--- src/design/lz77wc_pkg.sv ---
// shared types and constants of the lz77 window compressor
`default_nettype none
package lz77wc_pkg;

	localparam int BYTE_W   = 8;
	localparam int WSIZE_W  = 11;
	localparam int LSIZE_W  = 5;
	localparam int OFFSET_W = 11;
	localparam int MLEN_W   = 5;
	localparam int CIDX_W   = 2;
	localparam int MIN_MATCH = 3;

	localparam logic [WSIZE_W-1:0] WINDOW_SIZE_RST    = 11'd1024;
	localparam logic [LSIZE_W-1:0] LOOKAHEAD_SIZE_RST = 5'd16;

	// configuration register indexes
	localparam logic [CIDX_W-1:0] CFG_WINDOW_SIZE    = 2'd0;
	localparam logic [CIDX_W-1:0] CFG_LOOKAHEAD_SIZE = 2'd1;

	// token kinds
	localparam logic TAG_MATCH   = 1'b0;
	localparam logic TAG_LITERAL = 1'b1;

	// queued input word
	typedef struct packed {
		logic [BYTE_W-1:0] data_byte;
		logic              last;
	} inq_word_t;

	// result token
	typedef struct packed {
		logic                tag;
		logic [OFFSET_W-1:0] offset;
		logic [MLEN_W-1:0]   match_length;
		logic [BYTE_W-1:0]   literal_byte;
		logic                final_res;
	} token_t;

	typedef enum logic [2:0] {
		BK_IDLE,
		BK_CHECK,
		BK_SEARCH,
		BK_EMIT,
		BK_PUSH
	} bk_state_t;

endpackage
`default_nettype wire

--- src/design/lz77wc_if.sv ---
// channel interfaces: input bytes and output tokens
`default_nettype none
interface lz77wc_in_if;
	logic                           valid;
	logic                           ready;
	logic [lz77wc_pkg::BYTE_W-1:0]  data_byte;
	logic                           last;
	modport source(output valid, output data_byte, output last, input ready);
	modport sink(input valid, input data_byte, input last, output ready);
endinterface

`default_nettype wire

--- src/design/lz77wc_front.sv ---
// front end: takes input words into a two-entry queue
`default_nettype none
module lz77wc_front (
	input  wire logic                  clk,
	input  wire logic                  arst_n,
	lz77wc_in_if.sink                  data,
	output logic                       q_valid,
	input  wire logic                  q_ready,
	output lz77wc_pkg::inq_word_t      q_word
);
	lz77wc_pkg::inq_word_t mem_q [2];
	logic       wr_ptr_q;
	logic       rd_ptr_q;
	logic [1:0] cnt_q;
	logic       push;
	logic       pop;

	// handshake decode
	assign data.ready = (cnt_q != 2'd2);
	assign push       = data.valid && data.ready;
	assign q_valid    = (cnt_q != 2'd0);
	assign pop        = q_valid && q_ready;
	assign q_word     = mem_q[rd_ptr_q];

	// queue storage
	always_ff @(posedge clk) begin
		if (push) begin
			mem_q[wr_ptr_q] <= '{data_byte: data.data_byte, last: data.last};
		end
	end

	// pointers and fill count
	always_ff @(posedge clk or negedge arst_n) begin
		if (!arst_n) begin
			wr_ptr_q <= 1'b0;
			rd_ptr_q <= 1'b0;
			cnt_q    <= 2'd0;
		end else begin
			if (push) wr_ptr_q <= ~wr_ptr_q;
			if (pop)  rd_ptr_q <= ~rd_ptr_q;
			case ({push, pop})
				2'b10:   cnt_q <= cnt_q + 2'd1;
				2'b01:   cnt_q <= cnt_q - 2'd1;
				default: cnt_q <= cnt_q;
			endcase
		end
	end
endmodule
`default_nettype wire

--- src/flat_wrapper.sv ---
// flat-port wrapper written by rule: the top's interface ports become plain ports
module lz77wc_front_flat 
  (clk, arst_n, q_valid, q_ready, q_word, data_valid, data_data_byte, data_last, data_ready);
  lz77wc_in_if data_i ();
  input  wire logic clk;
  input  wire logic arst_n;
  output logic q_valid;
  input  wire logic q_ready;
  output lz77wc_pkg::inq_word_t q_word;
  input wire logic [$bits(data_i.valid)-1:0] data_valid;
  input wire logic [$bits(data_i.data_byte)-1:0] data_data_byte;
  input wire logic [$bits(data_i.last)-1:0] data_last;
  output wire logic [$bits(data_i.ready)-1:0] data_ready;
  assign data_i.valid = data_valid;
  assign data_i.data_byte = data_data_byte;
  assign data_i.last = data_last;
  assign data_ready = data_i.ready;
  lz77wc_front u_core (.clk(clk), .arst_n(arst_n), .data(data_i), .q_valid(q_valid), .q_ready(q_ready), .q_word(q_word));
endmodule
--- config.mk ---
export PLATFORM = sky130hd
export DESIGN_NAME = lz77wc_front_flat
export DESIGN_NICKNAME = d
export VERILOG_FILES = /design/src/design/lz77wc_pkg.sv /design/src/design/lz77wc_if.sv /design/src/design/lz77wc_front.sv /design/src/flat_wrapper.sv
export SDC_FILE = /design/constraint.sdc
export NUM_CORES = 1
export LEC_CHECK = 0
export BUFFER_PORTS_ARGS = -buffer_cell sky130_fd_sc_hd__buf_2
export CORE_UTILIZATION = 44
export CTS_CLUSTER_DIAMETER = 60
export DETAILED_ROUTE_END_ITERATION = 10
export PLACE_DENSITY = 0.8
export SYNTH_ARGS = -nofsm -noshare
export SYNTH_HDL_FRONTEND = slang
export SYNTH_SLANG_ARGS = --single-unit
--- constraint.sdc ---
create_clock -name clk -period 1.3 [get_ports clk]
set_input_delay 0.325 -clock clk [delete_from_list [all_inputs] [get_ports clk]]
set_output_delay 0.325 -clock clk [all_outputs]
set_load 0.01 [all_outputs]
# [Word-level counts from Yosys, hierarchy flattened]
# Memory sizes are Yosys's and may differ from the RTL's.
# Index checks and enable logic that the tools add are counted.
[classes] add_sub_neg=2 n_eq_ne=3 muxes=3 n_bitwise=2 n_reduce_logical=4
[ops] cell="2-bit case mux with 2 select lines" n=1
[ops] cell="2-bit nonzero test" n=2
[ops] cell="2-bit by 1-bit adder with 2-bit output (second input constant)" n=1
[ops] cell="2-bit by 1-bit == test with 1-bit output (second input constant)" n=1
[ops] cell="2-bit == test (second input constant)" n=1
[ops] cell="1-bit logical AND" n=2
[ops] cell="1-bit two-way mux" n=2
[ops] cell="2-bit inequality test (second input constant)" n=1
[ops] cell="1-bit NOT" n=2
[ops] cell="2-bit by 1-bit subtractor with 2-bit output (second input constant)" n=1
[word_totals] register_bits=4 ram_bits=18 inputBits=13 output_inout_bits=11 memories=1
[mem_list] name="u_core.mem_q" depth=2 word_bits=9 rd=1 rd_ports_with_merged_regs=0 write_ports=1 line_no="lz77wc_front.sv:11" source="lz77wc_pkg::inq_word_t mem_q [2];"

# [Depth between registers and ports, before layout]
# Gate-level depths: netlist (run 1).
[logic_depth] depth_word=4 mapped_depth=6

# [Least setup slack after synthesis (run 1)]
# OpenSTA, ideal clock, no wires.
[synth_path] kind="reg2reg" from="register u_core.cnt_q[0]" to="memory u_core.mem_q[0][0] (netlist name) (enable)" setup_ns=0.374 t_arrival_ns=1.111 required_ns=0.926 path_slack_ns=-0.185 stages_incl_launch_ff=4 path_buffers=0 path_cell_list="dfrtp_1 nand2b_1 nand2_1 nor2_1"
[synth_between] elab_chain_len=4
[synth_rtl] element="from (decl)" line_no="lz77wc_front.sv:14" source="logic [1:0] cnt_q;"
[synth_rtl] element="from (signal assigned)" line_no="lz77wc_front.sv:42" source="2'b10: cnt_q <= cnt_q + 2'd1;"
[synth_rtl] element="from (signal assigned)" line_no="lz77wc_front.sv:43" source="2'b01: cnt_q <= cnt_q - 2'd1;"
[synth_rtl] element="from (signal assigned)" line_no="lz77wc_front.sv:44" source="default: cnt_q <= cnt_q;"
[synth_rtl] element="2-bit inequality test" line_no="lz77wc_front.sv:19" source="assign data.ready = (cnt_q != 2'd2);"
[synth_rtl] element="net data_ready" line_no="flat_wrapper.sv:13" source="output wire logic [$bits(data_i.ready)-1:0] data_ready;"
[synth_rtl] element="1-bit logical AND" line_no="lz77wc_front.sv:20" source="assign push = data.valid && data.ready;"
[synth_rtl] element="1-bit two-way mux" line_no="lz77wc_front.sv:27" source="if (push) begin"
[synth_rtl] element="1-bit two-way mux (implied by the code)" line_no="lz77wc_front.sv:28" source="mem_q[wr_ptr_q] <= '{data_byte: data.data_byte, last: data.last};"
[synth_rtl] element="to (decl)" line_no="lz77wc_front.sv:11"
# The timed path passes the listed nets, and every way through them passes these cells.

==> impl_summary.log, run 1 <==
INFO  metric synth-seq-area-share = 76.1%
INFO  metric top_sig_layer = met3
INFO  metric timing.rr.start = u_core.cnt_q[1]
INFO  metric power.share.combinational = 51.7%
INFO  metric gp_congestion = 0.637
INFO  metric min_from = data_data_byte[3]
INFO  metric final_net_count = 99
INFO  metric drc_errors_left = 0
INFO  metric drt_wl_total = 1.45 mm
INFO  metric cts.root.buffer_cell = clkbuf_4
INFO  metric slew_headroom = 84.2%
INFO  metric post_drt_wl_per_cell = 13.3 um
INFO  metric dp.final_hpwl = 941 um
INFO  metric post_syn_nets = 59
INFO  metric vias_per_cell = 4.61
INFO  metric numCtsBuffers = 3
INFO  metric syn_inst = 45
INFO  metric antenna_violations_before_repair = 0
INFO  metric period_minus_slack = 1610 ps
INFO  metric arrival = 1280 ps
INFO  metric worst_setup_path_end_kind = primary output
INFO  metric dr_wl_met3 = 71 um
INFO  metric post_synthesis_cell_area = 842 um2
INFO  metric seqPwrFrac = 37.7%
INFO  metric timing_max_transition_violations_final = 0
INFO  metric start_util = 47.7%
INFO  metric clock.fmax = 0.621 GHz
INFO  metric worstSetupStartpointType = flip-flop
INFO  metric finalHoldViolCount = 0
INFO  metric ctsHtreeMaxLevel = 1
INFO  metric final-setup-viol-count = 12
INFO  metric hold-worst-slack = 209 ps
INFO  metric rows = 15
INFO  metric place.port_buffers = 23
INFO  metric drt_first_iter_violations = 4
INFO  metric setup.worst_path.start = u_core.rd_ptr_q
INFO  metric die_width = 45.7 um
INFO  metric die_area = 2090 um2
INFO  metric final_antenna_net_count = 0
INFO  metric yosysWarningCount = 0
INFO  metric finClkSkew = 3.41 ps
INFO  metric clock_tree.buffer_depth = 2
INFO  metric synth_cell_type_count = 13
INFO  metric core_area = 1760 um2
INFO  metric power_leakage = 0.513 nW
INFO  metric timing_worst_setup_path_type = flip-flop to primary output
INFO  metric netSwitchingFraction = 29.2%
INFO  metric hold_wc_path_type = primary input to flip-flop
INFO  metric wl_met1 = 610 um
INFO  metric clk_transition_reported_paths = 120 ps
INFO  metric p_clk_share = 10.6%
INFO  metric grt_pass1_wl = 2.26 mm
INFO  metric grt_overflow = 0
INFO  metric power_switching = 828 uW
INFO  metric worst-slew-pin-transition = 237 ps
INFO  metric ff2ff_setup_slack = -180 ps
INFO  metric ys_seq_elements = 22
INFO  metric dr_wl_met2 = 772 um
INFO  metric pwr_density_cell = 2260 nW/um2
INFO  metric clk-insertion-delay-late = 290 ps
INFO  metric layout_commonest_cell = edfxtp_1
INFO  metric final_layout_size_suffix_gt1_share = 67.9%
INFO  metric num_vias = 502
INFO  metric layout_worst_path_cycle_share = 124%
INFO  metric status = finished with violations
INFO  metric irDropWorstVdd = 0.00142 V
INFO  metric num_io_pins = 24
INFO  metric placedCellCount = 97
INFO  metric max_cap_violations = 0
INFO  metric finalNonFillerCells = 109
INFO  metric unrepaired_setup_endpoints_after_global_routing = yes
INFO  metric grt_pass1_vias = 546
INFO  metric clkSinkCount = 22
INFO  metric post_synth.cell_area_avg = 18.7 um2
INFO  metric cts_tree = done
INFO  metric pin_count_of_the_biggest_net_entering_global_routing = 13
INFO  metric crit_fanout = 5
INFO  metric antennaDiodeCount = 0
INFO  metric drt-pass1-iter-count = 4
INFO  metric area_growth_syn_to_layout = 48.7%
INFO  metric totalPowerFinal = 2.84 mW
INFO  metric layout_setup_ws = -309 ps
INFO  metric detailedPlace.worstSlack = -155 ps
INFO  metric failing_checks = setup timing
INFO  metric post-route-util = 71.0%
INFO  metric track_usage = 16.1%
INFO  metric p_int = 2.01 mW
INFO  metric worst-endpoint-required = 980 ps
INFO  metric commonest_non_fill_non_tap_cells_in_the_layout = edfxtp_1 (18), buf_6 (13), buf_2 (12)
INFO  metric die-height = 45.7 um
-- critical path: stages, from the launching register on --
cell and delay [ps]:
dfrtp_2 430, buf_6 140, mux2_4 300, buf_6 130
-- sequential cells by signal, summed over array words and instances (netlist names) --
name,count
u_core.rd_ptr_q,1
u_core.mem_q,18
u_core.wr_ptr_q,1
u_core.cnt_q,2
-- timing repair --
item / CTS / global route
gates resized for setup: 18 / 4
endpoints found under the hold margin: 4 / 0
endpoints found under the setup margin: 31 / 22
pin swaps: 3 / 3
setup buffers: 6 / 1
cloned: 0 / 0
hold buffers: 1 / 0
-- layer usage --
metal  global-route usage, %  vias to the layer above
met5                       0                        -
met4                    5.29                        0
met3                    3.57                        0
met2                    31.7                       15
met1                    16.4                      244
li1                        -                      243
-- cells in the mapped netlist --
master,number,area (um2)
and2_4,1,8.76
and3_1,1,6.26
buf_2,1,5.00
dfrtp_1,4,100
edfxtp_1,18,541
ha_1,1,12.5
mux2_2,9,101
nand2_1,1,3.75
nand2b_1,1,6.26
nor2_1,2,7.51
or2_1,1,6.26
xnor2_1,3,26.3
xor2_1,2,17.5
-- area by class of cell --
cell class                 count  area, um2
multi-input combinational     22        249
tap                           25       31.3
timing repair buffer          36        304
clock inverter                 1       3.75
clock buffer                   3       22.5
sequential                    22        642
fill                         138        512
-- worst paths after layout --
path,cells past startpoint,to
setup / recovery,3,q_word[1]
hold / removal,1,u_core.mem_q[0][4]
setup reg to reg,6,u_core.cnt_q[1]
hold reg to reg,2,u_core.wr_ptr_q
max in group asynchronous,2,u_core.rd_ptr_q
min in group asynchronous,2,u_core.wr_ptr_q
-- power groups by stage --
stage	clock, mW	sequential, mW	combinational [mW]
6_report	0.301	1.07	1.47
5_1_grt	0.330	1.09	1.56
4_1_cts	0.308	1.07	1.38
3_5_place_dp	0	1.12	0.889
3_3_place_gp	0	1.11	0.858
2_1_floorplan	0	1.06	0.598
-- per-stage QoR --
step / setup TNS, ps / instance area [um2]
2_1_floorplan: -130 / 865
5_1_grt: -3550 / 1250
3_3_place_gp: -1340 / 1040
4_1_cts: -3000 / 1220
3_5_place_dp: -2400 / 1040
6_report: -2930 / 1250
-- cells by family (layout without fill, tap and decap cells) --
family                   Yosys count  in the layout  synth area share (%)
AND/OR/NAND/NOR                    7              7                  4.61
buffers and inverters              1             40                 0.594
flip-flops                        22             22                  76.1
XOR/XNOR                           5              5                  5.20
adder cells (fa/ha/maj)            1              1                  1.49
multiplexers                       9              9                  12.0
(Power assumes the default switching activity.)
==> run 2: changes to the inputs <==
Settings changed: CORE_MARGIN from default to 4.
==> impl_summary.log, run 2 (synthesis gave the netlist of run 1 again) <==
INFO  metric status = finished with violations
INFO  metric failing_checks = setup timing
INFO  metric layout_commonest_cell = edfxtp_1
INFO  metric drt-pass1-iter-count = 2 (-2)
INFO  metric largest_register_ffs = 18 (unchanged)
INFO  metric arrival = 1280 ps (about the same)
INFO  metric die-height = 51.7 um (+13%)
INFO  metric worst-slew-pin-transition = 241 ps (+3.94 ps)
INFO  metric grt_overflow = 0 (unchanged)
INFO  metric final_layout_size_suffix_gt1_share = 68.7% (+0.82 points)
INFO  metric die_area = 2680 um2 (+28%)
INFO  metric cp_common_cell = buf_6
INFO  metric fill_cells = 145 (+5.1%)
INFO  metric worstPathBufferInverterCount = 2 (unchanged)
INFO  metric antennaDiodeCount = 0 (unchanged)
INFO  metric grt_pass1_vias = 555 (+1.6%)
INFO  metric hold_wc_path_type = primary input to flip-flop
INFO  metric rows = 15 (unchanged)
INFO  metric cts_tree = done
INFO  metric antenna_violations_before_repair = 0 (unchanged)
INFO  metric pwr_density_cell = 2260 nW/um2 (-0.36%)
INFO  metric timing_worst_setup_path_type = flip-flop to primary output
INFO  metric post_drt_wl_per_cell = 14.1 um (+5.7%)
INFO  metric critical-path-top-delay-family = flip-flops
INFO  metric clkSinkCount = 22 (unchanged)
INFO  metric detailedPlace.worstSlack = -133 ps (+21.5 ps)
INFO  metric vias_per_cell = 4.69 (+1.9%)
INFO  metric ff2ff_setup_slack = -140 ps (+40 ps)
INFO  metric finClkSkew = 1.58 ps (-1.83 ps)
INFO  metric final_net_count = 99 (unchanged)
INFO  metric grt_pass1_wl = 2.34 mm (+3.4%)
INFO  metric layout_worst_path_cycle_share = 123% (-0.56 points)
INFO  metric worstHoldEndpoint = u_core.mem_q[1][7]
INFO  metric layout_setup_ws = -302 ps (+7.29 ps)
INFO  metric clock_tree.buffer_depth = 2 (unchanged)
INFO  metric period_minus_slack = 1600 ps (-7.30 ps)
INFO  metric highest_cell_delay_on_the_worst_timing_path = 440 ps (about the same)
INFO  metric crit-reg2reg-capture = u_core.cnt_q[1]
INFO  metric final-setup-viol-count = 12 (unchanged)
INFO  metric ctsHtreeMaxLevel = 1 (unchanged)
INFO  metric largest-register = u_core.mem_q
INFO  metric clock.fmax = 0.624 GHz (+0.46%)
INFO  metric irDropWorstVdd = 0.00126 V (-11%)
INFO  metric num_vias = 507 (+1.0%)
INFO  metric slew_headroom = 83.9% (-0.28 points)
INFO  metric die_width = 51.7 um (+13%)
INFO  metric crit_path_cell_trace = buf_6 -> mux2_4 -> buf_6
INFO  metric place.port_buffers = 23 (unchanged)
INFO  metric cts.root.buffer_cell = clkbuf_4
INFO  metric track_usage = 12.0% (-4.1 points)
INFO  metric min_from = data_data_byte[6]
INFO  metric area_growth_syn_to_layout = 45.9%
INFO  metric clk_transition_reported_paths = 110 ps (about the same)
INFO  metric max_cap_violations = 0 (unchanged)
INFO  metric unrepaired_setup_endpoints_after_global_routing = yes
INFO  metric start_util = 47.7% (unchanged)
INFO  metric pin_count_of_the_biggest_net_entering_global_routing = 12 (-1)
INFO  metric worstSetupStartpointType = flip-flop
INFO  metric totalPowerFinal = 2.77 mW (-2.3%)
INFO  metric power_leakage = 0.498 nW (-2.8%)
INFO  metric worst_setup_path_end_kind = primary output
INFO  metric num_io_pins = 24 (unchanged)
INFO  metric crit_fanout = 5 (unchanged)
INFO  metric worst_r2r_path_depth = 6 (unchanged)
INFO  metric timing.rr.start = u_core.cnt_q[1]
INFO  metric finalHoldViolCount = 0 (unchanged)
INFO  metric final_antenna_net_count = 0 (unchanged)
INFO  metric drc_errors_left = 0 (unchanged)
INFO  metric core_area = 1760 um2 (unchanged)
INFO  metric gp_congestion = 0.672 (+5.6%)
INFO  metric drt_wl_total = 1.52 mm (+4.7%)
INFO  metric biggestRegsByFlops = u_core.mem_q x18, u_core.cnt_q x2
INFO  metric numCtsBuffers = 3 (unchanged)
INFO  metric clk-insertion-delay-late = 290 ps (about the same)
INFO  metric setup.worst_path.start = u_core.rd_ptr_q
INFO  metric dp.final_hpwl = 1.02 mm (+8.3%)
INFO  metric worst-endpoint-required = 980 ps (about the same)
INFO  metric drt_first_iter_violations = 3 (-1)
INFO  metric timing_max_transition_violations_final = 0 (unchanged)
INFO  metric worstHoldPathCells = 1 (unchanged)
INFO  metric commonest_non_fill_non_tap_cells_in_the_layout = edfxtp_1 (18), buf_6 (13), buf_2 (12)
INFO  metric cp_slowest_cell = dfrtp_2
run 2: cell types whose count changed in the layout (fill, tap and decap cells not counted):
cell / change
dfrtp_1: -1
xnor2_1: +1
xnor2_2: -1
buf_12: -1
clkinv_1: -1
dfrtp_2: +1
nor2_2: +1
run 2: how the worst max path moves through the flow:
stage	endpoint	slack, ps	cells past startpoint
global route	q_word[1]	-350	3
detailed placement	u_core.cnt_q[1]	-130	6
global placement	q_word[3]	-110	2
finish	q_word[4]	-300	3
floorplan	u_core.cnt_q[1]	-130	6
CTS	q_word[5]	-290	3
run 2: timing repair:
action | in CTS | in global routing
cloned | 0 | 1
endpoints found under the setup margin | 30 | 22
resized for setup | 17 | 4
buffers inserted | 3 | 1
hold buffers | 1 | 0
endpoints found under the hold margin | 4 | 0
pin swaps | 3 | 2
run 2: area by class of cell:
| cell class | instances | area [um2] | share of cell area, % |
|---|---|---|---|
| clock buffer | 3 | 22.5 | 1.83 |
| multi-input combinational | 23 | 248 | 20.2 |
| sequential | 22 | 643 | 52.3 |
| tap | 25 | 31.3 | 2.55 |
| timing repair buffer | 35 | 284 | 23.1 |
run 2: through the flow:
stage | util (%) | instance area (um2) | hold slack, ps | setup TNS [ps] | cells
floorplan | - | 865 | 29.4 | -130 | 45
global placement | 60.0 | 1060 | 135 | -1040 | 99
detailed placement | 60.0 | 1060 | 145 | -1600 | 99
CTS | 68.0 | 1200 | 208 | -2900 | 106
global route | 69.6 | 1230 | 198 | -3570 | 108
finish | 69.6 | 1230 | 217 | -2950 | 108
run 2: metal layers:
metal  GRT usage [%]  wire [um]  up-vias
met3            2.87         66        2
li1                -          -      246
met5               0          0        -
met4            3.93          8        0
met2            22.7        820       14
met1            13.0        625      245
run 2: where the power goes:
group,internal [mW],switching [mW]
Combinational,0.858,0.549
Clock,0.108,0.177
Sequential,0.989,0.0913
Total,1.95,0.817
run 2: worst reg2reg max path, stage by stage (launching register included):
cell and delay (ps):
dfrtp_2 450, or2_4 240, and2_4 150, ha_4 150
xnor2_1 130, nor2_1 60, xor2_1 160
==> run 3: changes to the inputs <==
==> constraint.sdc (replaced) <==
create_clock -name clk -period 1.4 [get_ports clk]
set_input_delay 0.28 -clock clk [delete_from_list [all_inputs] [get_ports clk]]
set_output_delay 0.28 -clock clk [all_outputs]
set_load 0.01 [all_outputs]
==> impl_summary.log, run 3 (synthesis gave the netlist of run 1 again) <==
INFO  metric clock_tree.buffer_depth = 2 (unchanged)
INFO  metric unrepaired_setup_endpoints_after_global_routing = yes
INFO  metric numCtsBuffers = 3 (unchanged)
INFO  metric timing_max_transition_violations_final = 0 (unchanged)
INFO  metric finalNonFillerCells = 105 (-2.8%)
INFO  metric gp_congestion = 0.717 (+6.7%)
INFO  metric worstHoldEndpoint = u_core.mem_q[1][0]
INFO  metric drt-pass1-iter-count = 2 (unchanged)
INFO  metric grt_overflow = 0 (unchanged)
INFO  metric crit-reg2reg-capture = u_core.cnt_q[1]
INFO  metric largest-register = u_core.mem_q
INFO  metric crit_fanout = 5 (unchanged)
INFO  metric drt_first_iter_violations = 1 (-2)
INFO  metric worst_setup_path_end_kind = primary output
INFO  metric ff2ff_setup_slack = -20 ps (+120 ps)
INFO  metric start_util = 47.7% (unchanged)
INFO  metric final_layout_size_suffix_gt1_share = 61.3% (-7.4 points)
INFO  metric timing_worst_setup_path_type = flip-flop to primary output
INFO  metric max_cap_violations = 0 (unchanged)
INFO  metric die_area = 2680 um2 (unchanged)
INFO  metric vias_per_cell = 4.59 (-2.2%)
INFO  metric timing.rr.start = u_core.cnt_q[0]
INFO  metric placedCellCount = 97 (-2.0%)
INFO  metric status = finished with violations
INFO  metric layout_commonest_cell = edfxtp_1
INFO  metric clk_transition_reported_paths = 110 ps (about the same)
INFO  metric final-setup-viol-count = 10 (-2)
INFO  metric place.port_buffers = 23 (unchanged)
INFO  metric grt_pass1_vias = 494 (-11%)
INFO  metric min_from = data_last
INFO  metric drc_errors_left = 0 (unchanged)
INFO  metric final_antenna_net_count = 0 (unchanged)
INFO  metric largest_register_ffs = 18 (unchanged)
INFO  metric worst-endpoint-required = 1120 ps (+140 ps)
INFO  metric area_growth_syn_to_layout = 39.8%
INFO  metric num_io_pins = 24 (unchanged)
INFO  metric clock.fmax = 0.644 GHz
INFO  metric ctsHtreeMaxLevel = 1 (unchanged)
INFO  metric failing_checks = setup timing
INFO  metric dp.final_hpwl = 960 um (-5.9%)
INFO  metric period_minus_slack = 1550 ps
INFO  metric pin_count_of_the_biggest_net_entering_global_routing = 13 (+1)
INFO  metric grt_pass1_wl = 2.14 mm (-8.6%)
INFO  metric post_drt_wl_per_cell = 12.5 um (-12%)
INFO  metric num_vias = 482 (-4.9%)
INFO  metric drt_wl_total = 1.31 mm (-14%)
INFO  metric hold_wc_path_type = primary input to flip-flop
INFO  metric track_usage = 11.1% (-0.92 points)
INFO  metric die-height = 51.7 um (unchanged)
INFO  metric antennaDiodeCount = 0 (unchanged)
INFO  metric worst_r2r_path_depth = 6 (unchanged)
INFO  metric rows = 15 (unchanged)
INFO  metric finalHoldViolCount = 0 (unchanged)
INFO  metric finClkSkew = 4.58 ps (+3.00 ps)
INFO  metric clk-insertion-delay-late = 290 ps (about the same)
INFO  metric place_area = 1040 um2 (-1.9%)
INFO  metric layout_worst_path_cycle_share = 111%
INFO  metric post-route-util = 66.7% (-2.9 points)
INFO  metric worst-slew-pin-transition = 221 ps (-20.2 ps)
INFO  metric layout_setup_ws = -153 ps (+148 ps)
INFO  metric antenna_violations_before_repair = 0 (unchanged)
INFO  metric commonest_non_fill_non_tap_cells_in_the_layout = edfxtp_1 (18), buf_2 (13), buf_6 (12)
INFO  metric irDropWorstVdd = 0.00148 V (+18%)
INFO  metric clkSinkCount = 22 (unchanged)
INFO  metric slew_headroom = 85.3% (+1.4 points)
INFO  metric final_net_count = 95 (-4.0%)
INFO  metric postLayoutCellArea = 1180 um2 (-4.2%)
INFO  metric power_leakage = 0.475 nW (-4.7%)
INFO  metric core_area = 1760 um2 (unchanged)
INFO  metric die_width = 51.7 um (unchanged)
INFO  metric arrival = 1270 ps (about the same)
INFO  metric worstHoldPathCells = 1 (unchanged)
INFO  metric biggestRegsByFlops = u_core.mem_q x18, u_core.cnt_q x2
INFO  metric pwr_density_cell = 2020 nW/um2 (-10%)
INFO  metric cts_tree = done
INFO  metric worstSetupStartpointType = flip-flop
INFO  metric cts.root.buffer_cell = clkbuf_4
-- run 3: cell types whose count changed in the layout (fill, tap and decap cells not counted), sizes merged --
cell    delta
nor2       -1
clkinv     +1
buf        -3
-- run 3: timing repair --
action	CTS	global route
pin swaps	2	0
resized for setup	15	3
hold buffers	1	0
buffers inserted	3	0
endpoints found under the setup margin	11	20
hold endpoints to repair	4	0
-- run 3: worst max path at each step --
stage	from	to	slack [ps]	cells past startpoint
finish	u_core.rd_ptr_q	q_word[2]	-150	3
global route	u_core.rd_ptr_q	q_word[1]	-200	3
CTS	u_core.rd_ptr_q	q_word[6]	-160	3
detailed placement	u_core.cnt_q[0]	u_core.cnt_q[1]	-30	6
global placement	u_core.rd_ptr_q	q_word[2]	8	2
floorplan	u_core.cnt_q[0]	u_core.cnt_q[1]	-30	6
-- run 3: layout make-up --
type / count / area, um2
repair buffers: 32 / 255
clock inverters: 1 / 3.75
well taps: 25 / 31.3
fillers: 146 / 587
multi-input cells: 22 / 223
clock buffers: 3 / 22.5
flip-flops and latches: 22 / 642
-- run 3: worst max-delay path: stages, from the launching register on --
cell and delay (ps):
dfrtp_2 430, buf_6 140, mux2_4 300, buf_6 120
-- run 3: report_power, final --
| part | switching, mW | internal, mW |
|---|---|---|
| Sequential | 0.0817 | 0.915 |
| Combinational | 0.436 | 0.682 |
| Clock | 0.164 | 0.103 |
| Total | 0.682 | 1.70 |
-- run 3: metal layers --
| layer | wire [um] | global-route usage (%) |
|---|---|---|
| met1 | 580 | 13.7 |
| met2 | 652 | 18.6 |
| met3 | 58 | 3.72 |
| met4 | 16 | 2.62 |
| met5 | 0 | 0 |
-- run 3: stage by stage --
stage | power (mW) | hold slack, ps | worst slack (ps) | TNS (ps)
final | 2.38 | 171 | -153 | -1320
after global routing | 2.54 | 144 | -202 | -1890
after CTS | 2.40 | 150 | -160 | -1420
after global placement | 1.82 | 90.0 | 7.98 | 0
after floorplan | 1.53 | -15.6 | -30.2 | -30.2
after detailed placement | 1.85 | 93.2 | -32.4 | -76.4
